## src/hdl/pgb_ram.sv

```systemverilog
`timescale 1ns / 1ps
// ============================================================================
// pgb_ram
// Generic simple dual-port RAM: one write port, one read port, registered read.
// ============================================================================
module pgb_ram #(
    parameter int WIDTH = 8,
    parameter int DEPTH = 16
) (
    input  logic                                         i_clk,
    input  logic                                         i_wr_en,
    input  logic [((DEPTH > 1) ? $clog2(DEPTH) : 1)-1:0] i_wr_addr,
    input  logic [WIDTH-1:0]                             i_wr_data,
    input  logic                                         i_rd_en,
    input  logic [((DEPTH > 1) ? $clog2(DEPTH) : 1)-1:0] i_rd_addr,
    output logic [WIDTH-1:0]                             o_rd_data
);

    logic [WIDTH-1:0] r_mem [DEPTH];
    logic [WIDTH-1:0] r_rd_data;

    always_ff @(posedge i_clk) begin
        if (i_wr_en) begin
            r_mem[i_wr_addr] <= i_wr_data;
        end
        if (i_rd_en) begin
            r_rd_data <= r_mem[i_rd_addr];
        end
    end

    assign o_rd_data = r_rd_data;

endmodule

```

## config.mk

```make
export PLATFORM = sky130hd
export DESIGN_NAME = pgb_ram
export DESIGN_NICKNAME = d
export VERILOG_FILES = /design/src/hdl/pgb_ram.sv
export SDC_FILE = /design/constraint.sdc
export NUM_CORES = 1
export LEC_CHECK = 0
export ABC_AREA = 1
export BUFFER_PORTS_ARGS = -buffer_cell sky130_fd_sc_hd__buf_4
export CORE_MARGIN = 2
export CORE_UTILIZATION = 40
export CTS_BUF_LIST = sky130_fd_sc_hd__clkbuf_16
export DETAILED_ROUTE_END_ITERATION = 8
export SLEW_MARGIN = 20
export SYNTH_ARGS = -nofsm -noshare
export SYNTH_HDL_FRONTEND = slang
export SYNTH_SLANG_ARGS = --single-unit
```

## constraint.sdc

```tcl
create_clock -name i_clk -period 1.6 [get_ports i_clk]
set_clock_uncertainty 0.05 [all_clocks]
set_input_delay 0.32 -clock i_clk [delete_from_list [all_inputs] [get_ports i_clk]]
set_output_delay 0.32 -clock i_clk [all_outputs]
set_load 0.02 [all_outputs]
```

==> qor.yml, run 1 <==
status:
  status: "completed"
grt:
  grt_pass1_wl_microns: 20800
  gr-usage-met1: 0.235
  grt-busiest-layer: "met2"
  grt_pass1_vias: 3736
  antenna_found_initial: 0
  grtUsageTotal: 0.178
  grt_max_degree: 33
  use_met3: 0.0408
  overflow: 0
  grt_use_met2: 0.288
placed_design:
  postPlaceCellArea_sq_um: 6350
  dp.final_hpwl_microns: 8170
  place_congestion: 0.803
  io_buffers: 26
sta:
  maxSlewHeadroom: 0.572
  tightest_slew_ns: 0.642
  finalCriticalPeriod_ns: 1.40
  slew_violations: 0
  grt_setup_unrepaired: "false"
  setup_viol: 0
  post-route-period-util: 0.873
  timing.fmax_mhz: 716
  finalHoldViolCount: 0
routing:
  drt_iter0_drc: 587
  route.detailed.drc: 0
  drtAntennaViolNets: 0
  finalWirelength_microns: 13400
  vias_per_cell: 4.87
  wl_per_cell_microns: 16.9
  num_vias: 3860
  firstDrtPassIters: 5
layout:
  multi_input_area_sq_um: 1210
  layout-drive-gt1-share: 0.131
  fill_cells: 1323
  final_cell_area_sq_um: 6910
  register_area_sq_um: 4080
  fin_nets: 615
  syn2layout_area_growth_pct: 18.2
  num_antenna_cells: 0
floorplan:
  io_pins: 27
  die_w_microns: 125
  dieArea_sq_um: 15600
  fp.coreArea_sq_um: 14400
  initial_core_util: 0.405
  die_h_microns: 125
  fp-row-count: 44
power_and_ir_drop:
  ir_drop_v: 0.000699
  power_uw: 8270
  p_per_area_nw_per_um2: 1200
  leakagePower_uw: 0.00297
worst_setup_path:
  crit_buf_inv: 1
  critPathKind: "reg2out"
  critPathLaunch: "o_rd_data[3]$_DFFE_PP_"
  r2r_end: "o_rd_data[1]$_DFFE_PP_"
  path_max_fanout: 1
  cp-start-kind: "register"
  slowest_stage: "edfxtp_1"
  end_kind: "primary output"
  crit_family: "flip-flops"
  path_cells: "buf_4"
  worstRegToRegCells: 6
  cpPeakStageDelay_ns: 0.43
  r2r_start: "r_mem[5][1]$_DFFE_PP_"
  arrival_ns: 1.03
  ff2ff_setup_slack_ns: 0.38
  required_ns: 1.23
synthesis:
  yosys.cell_types.count: 11
  syn_inst: 551
  synth_fp_nets: 570
  syn_avg_cell_area_sq_um: 10.6
  synthFlopType: "edfxtp_1"
  netlist_area_sq_um: 5850
  synth-warning-count: 0
  synth_top_area_cell: "edfxtp_1"
  yosys-top-cells-area: "edfxtp_1 (70%), nand2_1 (11%), nand3_1 (8.3%), inv_1 (6.4%), buf_6 (1.2%)"
  netlist.area_leader.share: 0.698
  synthTopCellsByCount: "nand2_1 (173), edfxtp_1 (136), inv_1 (100)"
  async_flop_share: 0
  synth_edf_count: 136
  yosys_register_bits: 136
  ys_seq_area_frac: 0.698
  synth_most_common_cell: "nand2_1"
run:
  drv_cap: 0
cts:
  max-clock-path-buffers: 2
  post_cts_resized: 0
  cts.hold.buffers_added: 0
  post_cts_buffers: 0
  tritoncts: "done"
  clk_pin_slew_ns: 0.06
  numCtsBuffers: 17
  cts-root-buf: "clkbuf_16"
  worstSkewPairLatency_ns: 0.41
  htreeDepth: 4
  cts.sinks: 136
worst_hold_path:
  min_to: "o_rd_data[1]$_DFFE_PP_"
  hold_depth: 1
  hold_class: "in2reg"
  holdCritStartpoint: "i_rd_en"
[placed cells by master (no fill, tap or decap), drive strengths merged]
master | Yosys | layout
clkinv | 0 | 8
inv | 102 | 103
nand2 | 173 | 173
nor2 | 17 | 17
buf | 24 | 50
edfxtp | 136 | 136
nand3b | 2 | 2
bufinv | 0 | 2
nand3 | 97 | 97
clkbuf | 0 | 17
clkinvlp | 0 | 4
[final cells by class]
cell class / count / share of cell area
flip-flops and latches: 136 / 0.591
multi-input cells: 289 / 0.176
repair buffers: 50 / 0.0634
clock buffers: 17 / 0.0615
inverters: 102 / 0.0554
well taps: 184 / 0.0333
clock inverters: 15 / 0.0199
[power by group]
part | switching (uW) | leakage (uW) | internal (uW)
clock network | 1430 | 0.000268 | 2260
registers | 23.3 | 0.00124 | 4010
logic | 367 | 0.00146 | 180
[metrics by stage]
step           std cells  hold slack, ns  worst slack [ns]  utilization  TNS, ns
6_report             793           0.169             0.203        0.479        0
2_1_floorplan        551           0.369             0.279            -        0
3_3_place_gp         761           0.575           -0.0229        0.440  -0.0818
4_1_cts              793           0.147             0.212        0.479        0
3_5_place_dp         761           0.579           -0.0588        0.440   -0.260
5_1_grt              793           0.153             0.193        0.479        0
[layer usage]
| metal | routed length, microns | vias up | part of all wire |
|---|---|---|---|
| met3 | 782 | 17 | 0.058 |
| met5 | 0 | - | 0 |
| met1 | 5880 | 1846 | 0.44 |
| met2 | 6530 | 123 | 0.49 |
| met4 | 246 | 0 | 0.018 |
| li1 | - | 1874 | - |
[registers in the layout (all words and copies together) (netlist names)]
register   cells
o_rd_data      8
r_mem        128
[cell families after synthesis]
| group | synth area share |
|---|---|
| and+or+nand+nor | 0.208 |
| DFF | 0.698 |
| buffers and inverters | 0.0939 |
[worst max path at each step]
stage          slack, ns  depth (start not counted)                endpoint
6_report            0.20                          1            o_rd_data[3]
5_1_grt             0.19                          1            o_rd_data[6]
4_1_cts             0.21                          1            o_rd_data[6]
3_5_place_dp       -0.06                          6  o_rd_data[6]$_DFFE_PP_
3_3_place_gp       -0.02                          6  o_rd_data[2]$_DFFE_PP_
2_1_floorplan       0.28                          2  r_mem[10][0]$_DFFE_PP_
No activity file was read; power rests on OpenSTA's default activity.
==> run 2: changes to the inputs <==
--- a/config.mk
+++ b/config.mk
@@ -5,12 +5,12 @@
 export SDC_FILE = /design/constraint.sdc
 export NUM_CORES = 1
 export LEC_CHECK = 0
-export ABC_AREA = 1
 export BUFFER_PORTS_ARGS = -buffer_cell sky130_fd_sc_hd__buf_4
 export CORE_MARGIN = 2
 export CORE_UTILIZATION = 40
 export CTS_BUF_LIST = sky130_fd_sc_hd__clkbuf_16
 export DETAILED_ROUTE_END_ITERATION = 8
+export PLACE_DENSITY_LB_ADDON = 0.05
 export SLEW_MARGIN = 20
 export SYNTH_ARGS = -nofsm -noshare
 export SYNTH_HDL_FRONTEND = slang
==> run 2 against run 1 <==
- critical path type is now reg2reg
- register-to-register slack worse by 0.27 ns
- sequential power about the same
- combinational power down 17%
- largest cell class unchanged
- utilization grew 3.1 points
- wire length fell by 19%
- critical path depth is 2 higher
- worst setup slack lost 0.089 ns
- fmax is 6.0% lower
==> qor.yml, run 2 <==
status:
  status: "completed"
sta:
  setup_viol: 0
  timing.fmax_mhz: 673
  grt_setup_unrepaired: "false"
  maxSlewHeadroom: 0.391
  fin_ws_ns: 0.114
  post-route-period-util: 0.929
  setup_tns_ns: 0
  slew_violations: 0
  tightest_slew_ns: 0.911
  finalHoldViolCount: 0
  finalCriticalPeriod_ns: 1.49
layout:
  final_cell_area_sq_um: 6470
  utilization: 0.510
  top_register: "r_mem"
  final_cell_mix: "edfxtp_1 (136), buf_4 (53), mux4_2 (25)"
  layout-drive-gt1-share: 0.365
  num_antenna_cells: 0
  fin_cells: 484
  largest_reg_flops: 128
  syn2layout_area_growth_pct: 23.7
  multi_input_area_sq_um: 1040
  fill_cells: 1054
  fin_nets: 318
  final_common_cell: "edfxtp_1"
  register_area_sq_um: 4080
cts:
  clk_pin_slew_ns: 0.06
  tritoncts: "done"
  cts-root-buf: "clkbuf_16"
  max-clock-path-buffers: 2
  numCtsBuffers: 17
  htreeDepth: 4
  cts.sinks: 136
  worstSkewPairLatency_ns: 0.41
floorplan:
  io_pins: 27
  initial_core_util: 0.413
  die_w_microns: 118
  fp-row-count: 41
  fp.coreArea_sq_um: 12700
  dieArea_sq_um: 14000
  die_h_microns: 118
grt:
  grt-busiest-layer: "met2"
  grtUsageTotal: 0.171
  gr-usage-met1: 0.244
  grt_pass1_wl_microns: 16700
  overflow: 0
  grt_max_degree: 17
  use_met3: 0.0401
  antenna_found_initial: 0
  grt_use_met2: 0.252
  grt_pass1_vias: 2681
power_and_ir_drop:
  leakagePower_uw: 0.00221
  p_per_area_nw_per_um2: 1270
  ir_drop_v: 0.000704
routing:
  route.detailed.drc: 0
  drtAntennaViolNets: 0
  finalWirelength_microns: 10900
  drt_iter0_drc: 225
  wl_per_cell_microns: 22.6
  firstDrtPassIters: 4
  vias_per_cell: 5.11
  num_vias: 2473
worst_setup_path:
  path_max_fanout: 1
  cp-start-kind: "register"
  arrival_ns: 1.59
  cpPeakStageDelay_ns: 0.47
  slowest_stage: "mux4_2"
  critPathKind: "reg2reg"
  required_ns: 1.71
  end_kind: "register"
  path_cells: "mux4_2 > a22oi_1 > nand2_1"
  ff2ff_setup_slack_ns: 0.11
synthesis:
  synth_top_area_cell: "edfxtp_1"
  yosys_register_bits: 136
  synth_most_common_cell: "edfxtp_1"
  synthFlopType: "edfxtp_1"
  ys_seq_area_frac: 0.781
  yosys.cell_types.count: 18
  yosys-top-cells-area: "edfxtp_1 (78%), mux4_2 (7.8%), mux4_1 (7.0%), a22oi_1 (2.3%), nor2_1 (0.93%)"
  netlist.area_leader.share: 0.781
  synth_fp_nets: 248
  async_flop_share: 0
  syn_avg_cell_area_sq_um: 22.8
  synth-warning-count: 0
  synth_edf_count: 136
  synthTopCellsByCount: "edfxtp_1 (136), mux4_2 (18), a22oi_1 (16)"
  syn_inst: 229
  netlist_area_sq_um: 5230
placed_design:
  dp_slack_ns: -0.302
  postPlaceCellArea_sq_um: 5890
  io_buffers: 26
  placed_cells: 452
  place_congestion: 0.724
  dp.final_hpwl_microns: 7190
run:
  drv_cap: 0
worst_hold_path:
  hold_class: "in2reg"
[run 2: layout make-up]
cell class,count,area share
clock inverter,15,0.0222
sequential,136,0.631
timing repair buffer,61,0.0863
multi-input combinational,83,0.161
tap,172,0.0333
clock buffer,17,0.0658
[run 2: power breakdown]
part	switching, uW	internal, uW	total, uW
combinational	238	216	454
clock	1330	2390	3720
sequential	25.2	4020	4040
[run 2: routing by layer]
layer / vias to the layer above / wire [microns]
met5: - / 0
met4: 0 / 129
met3: 9 / 474
met2: 61 / 5110
met1: 1287 / 5220
li1: 1116 / -
[run 2: what timing repair did]
action                                  4_1_cts  5_1_grt
hold buffers                                  0        0
resized for setup                             0        1
endpoints found under the setup margin        0        1
setup buffers                                 0        0
[run 2: worst paths after layout]
| path | endpoint | depth (start not counted) | start |
|---|---|---|---|
| max | o_rd_data[4]$_DFFE_PP_ | 3 | r_mem[3][4]$_DFFE_PP_ |
| min reg2reg | o_rd_data[3]$_DFFE_PP_ | 3 | r_mem[14][3]$_DFFE_PP_ |
| min | r_mem[8][5]$_DFFE_PP_ | 1 | i_wr_data[5] |
| max reg2reg | o_rd_data[4]$_DFFE_PP_ | 3 | r_mem[3][4]$_DFFE_PP_ |
[run 2: through the flow]
| step | total power [uW] | hold slack, ns |
|---|---|---|
| floorplan | 4340 | 0.369 |
| global placement | 4570 | 0.586 |
| detailed placement | 4580 | 0.585 |
| CTS | 8300 | 0.146 |
| global route | 8460 | 0.161 |
| finish | 8220 | 0.166 |
[run 2: cell families (layout without fill, tap and decap cells)]
logic type | Yosys count | in the layout | share of synthesized area
and+or+nand+nor | 35 | 35 | 0.0314
DFF | 136 | 136 | 0.781
AOI/OAI and AO/OA | 16 | 16 | 0.0230
buffers and inverters | 10 | 93 | 0.0165
muxes | 32 | 32 | 0.148
[run 2: worst max-delay path: cells and delay by family (launching register included)]
family,cells,cell delay (ns)
DFF,1,0.37
and+or+nand+nor,1,0.09
AOI/OAI and AO/OA,1,0.25
muxes,1,0.47
==> run 3: changes to the inputs <==
--- a/config.mk
+++ b/config.mk
@@ -7,10 +7,11 @@
 export LEC_CHECK = 0
 export BUFFER_PORTS_ARGS = -buffer_cell sky130_fd_sc_hd__buf_4
 export CORE_MARGIN = 2
-export CORE_UTILIZATION = 40
+export CORE_UTILIZATION = 45
 export CTS_BUF_LIST = sky130_fd_sc_hd__clkbuf_16
 export DETAILED_ROUTE_END_ITERATION = 8
 export PLACE_DENSITY_LB_ADDON = 0.05
+export SETUP_SLACK_MARGIN = 0.4
 export SLEW_MARGIN = 20
 export SYNTH_ARGS = -nofsm -noshare
 export SYNTH_HDL_FRONTEND = slang
==> run 3 against run 2 <==
- via count shrank 0.89%
- fmax shrank 1.7%
- register-to-register slack lost 0.03 ns
- non-clock buffer count grew 3
- largest power group unchanged
- largest cell class unchanged
- die area shrank 11%
- sequential cell count is the same
- combinational power grew 11%
- sequential power is essentially flat
==> qor.yml, run 3 (synthesis results as in run 2) <==
worst_setup_path:
  r2r_start: "r_mem[1][4]$_DFFE_PP_"
  crit_end: "o_rd_data[4]$_DFFE_PP_"
  path_max_fanout: 1
  r2r_end: "o_rd_data[4]$_DFFE_PP_"
  worstRegToRegCells: 3
  required_ns: 1.71
  cpPeakStageDelay_ns: 0.45
  cp-start-kind: "register"
  end_kind: "register"
  path_cells: "mux4_2 > a22oi_1 > nand2_1"
  critPathKind: "reg2reg"
  slowest_stage: "mux4_2"
  arrival_ns: 1.62
  critPathLaunch: "r_mem[1][4]$_DFFE_PP_"
  ff2ff_setup_slack_ns: 0.09
grt:
  overflow: 0
  grt_max_degree: 23
  grt_pass1_vias: 2601
  antenna_found_initial: 0
  grt_pass1_wl_microns: 15800
  grtUsageTotal: 0.182
floorplan:
  dieArea_sq_um: 12500
  die_h_microns: 112
  die_w_microns: 112
  fp.coreArea_sq_um: 11400
  io_pins: 27
  initial_core_util: 0.460
  fp-row-count: 39
routing:
  finalWirelength_microns: 10200
  drt_iter0_drc: 143
  vias_per_cell: 5.35
  wl_per_cell_microns: 22.2
  drtAntennaViolNets: 0
  route.detailed.drc: 0
  num_vias: 2451
  firstDrtPassIters: 4
placed_design:
  dp.final_hpwl_microns: 6890
  placed_cells: 425
  place_congestion: 0.750
  dp_slack_ns: -0.276
  io_buffers: 26
layout:
  layout-drive-gt1-share: 0.467
  num_antenna_cells: 0
  utilization: 0.585
  top_register: "r_mem"
  final_cell_mix: "edfxtp_1 (136), buf_4 (44), mux4_2 (32)"
  final_common_cell: "edfxtp_1"
  fin_cells: 458
  syn2layout_area_growth_pct: 27.2
  largest_reg_flops: 128
  fin_nets: 321
sta:
  setup_viol: 0
  slew_violations: 0
  setup_tns_ns: 0
  finalCriticalPeriod_ns: 1.51
  grt_setup_unrepaired: "true"
  fin_ws_ns: 0.0885
  post-route-period-util: 0.945
  finalHoldViolCount: 0
  maxSlewHeadroom: 0.304
  timing.fmax_mhz: 662
  tightest_slew_ns: 1.04
worst_hold_path:
  holdCritStartpoint: "i_wr_data[4]"
  hold_class: "in2reg"
power_and_ir_drop:
  ir_drop_v: 0.000747
  leakagePower_uw: 0.00222
  p_per_area_nw_per_um2: 1220
cts:
  clk_pin_slew_ns: 0.05
  numCtsBuffers: 17
  worstSkewPairLatency_ns: 0.41
  tritoncts: "done"
  max-clock-path-buffers: 2
  cts-root-buf: "clkbuf_16"
  htreeDepth: 4
  cts.sinks: 136
run:
  drv_cap: 0
status:
  status: "completed"
## run 3: changes by cell type in the layout (fill, tap and decap cells not counted), moves of 5 or more
cell,change
mux4_2,+7
nor2_1,-12
mux4_1,-7
nor2_4,+12
a22oi_1,-5
buf_6,+8
buf_4,-9
a22oi_2,+5
## run 3: area by class of cell
| type | instances | area [sq um] |
|---|---|---|
| Fill cell | 863 | 4720 |
| Sequential cell | 136 | 4080 |
| Multi-Input combinational cell | 83 | 1180 |
| Timing Repair Buffer | 64 | 661 |
| Clock buffer | 17 | 425 |
| Tap cell | 143 | 179 |
| Clock inverter | 15 | 119 |
## run 3: how the worst min path moves through the flow
stage / to / slack, ns / depth (start not counted)
final: r_mem[12][4]$_DFFE_PP_ / 0.16 / 1
after global routing: r_mem[14][3]$_DFFE_PP_ / 0.16 / 1
after CTS: r_mem[12][3]$_DFFE_PP_ / 0.14 / 1
after detailed placement: r_mem[5][2]$_DFFE_PP_ / 0.58 / 1
after global placement: r_mem[6][2]$_DFFE_PP_ / 0.58 / 1
after floorplan: r_mem[0][0]$_DFFE_PP_ / 0.37 / 0
## run 3: what timing repair did
item | 4_1_cts | 5_1_grt
hold buffers | 0 | 0
endpoints found under the setup margin | 16 | 24
setup buffers | 0 | 1
resized for setup | 13 | 2
pin swaps | 3 | 1
## run 3: stage by stage
stage          total power (uW)  hold WS, ns  area (sq um)
2_1_floorplan              4370        0.369          5360
3_3_place_gp               4600        0.576          6030
3_5_place_dp               4600        0.580          6030
4_1_cts                    8190        0.138          6620
5_1_grt                    8390        0.160          6650
6_report                   8110        0.162          6650
## run 3: worst max-delay path, delay by kind of cell (launching register included)
kind	cells	cell delay [ns]
muxes	1	0.45
AOI/OAI and AO/OA	1	0.30
DFF	1	0.37
and+or+nand+nor	1	0.08
## run 3: per-layer routing
metal | routed length (microns) | vias up | share of wire | global-route usage
met5 | 0 | - | 0 | 0
met3 | 567 | 15 | 0.056 | 0.0582
met2 | 4780 | 77 | 0.47 | 0.266
li1 | - | 1118 | - | -
met1 | 4670 | 1241 | 0.46 | 0.259
met4 | 155 | 0 | 0.015 | 0.0675
## run 3: where the power goes
part | switching, uW | total (uW) | internal [uW]
clock network | 1330 | 3560 | 2230
logic | 263 | 505 | 242
registers | 25.5 | 4040 | 4020
total | 1620 | 8110 | 6490
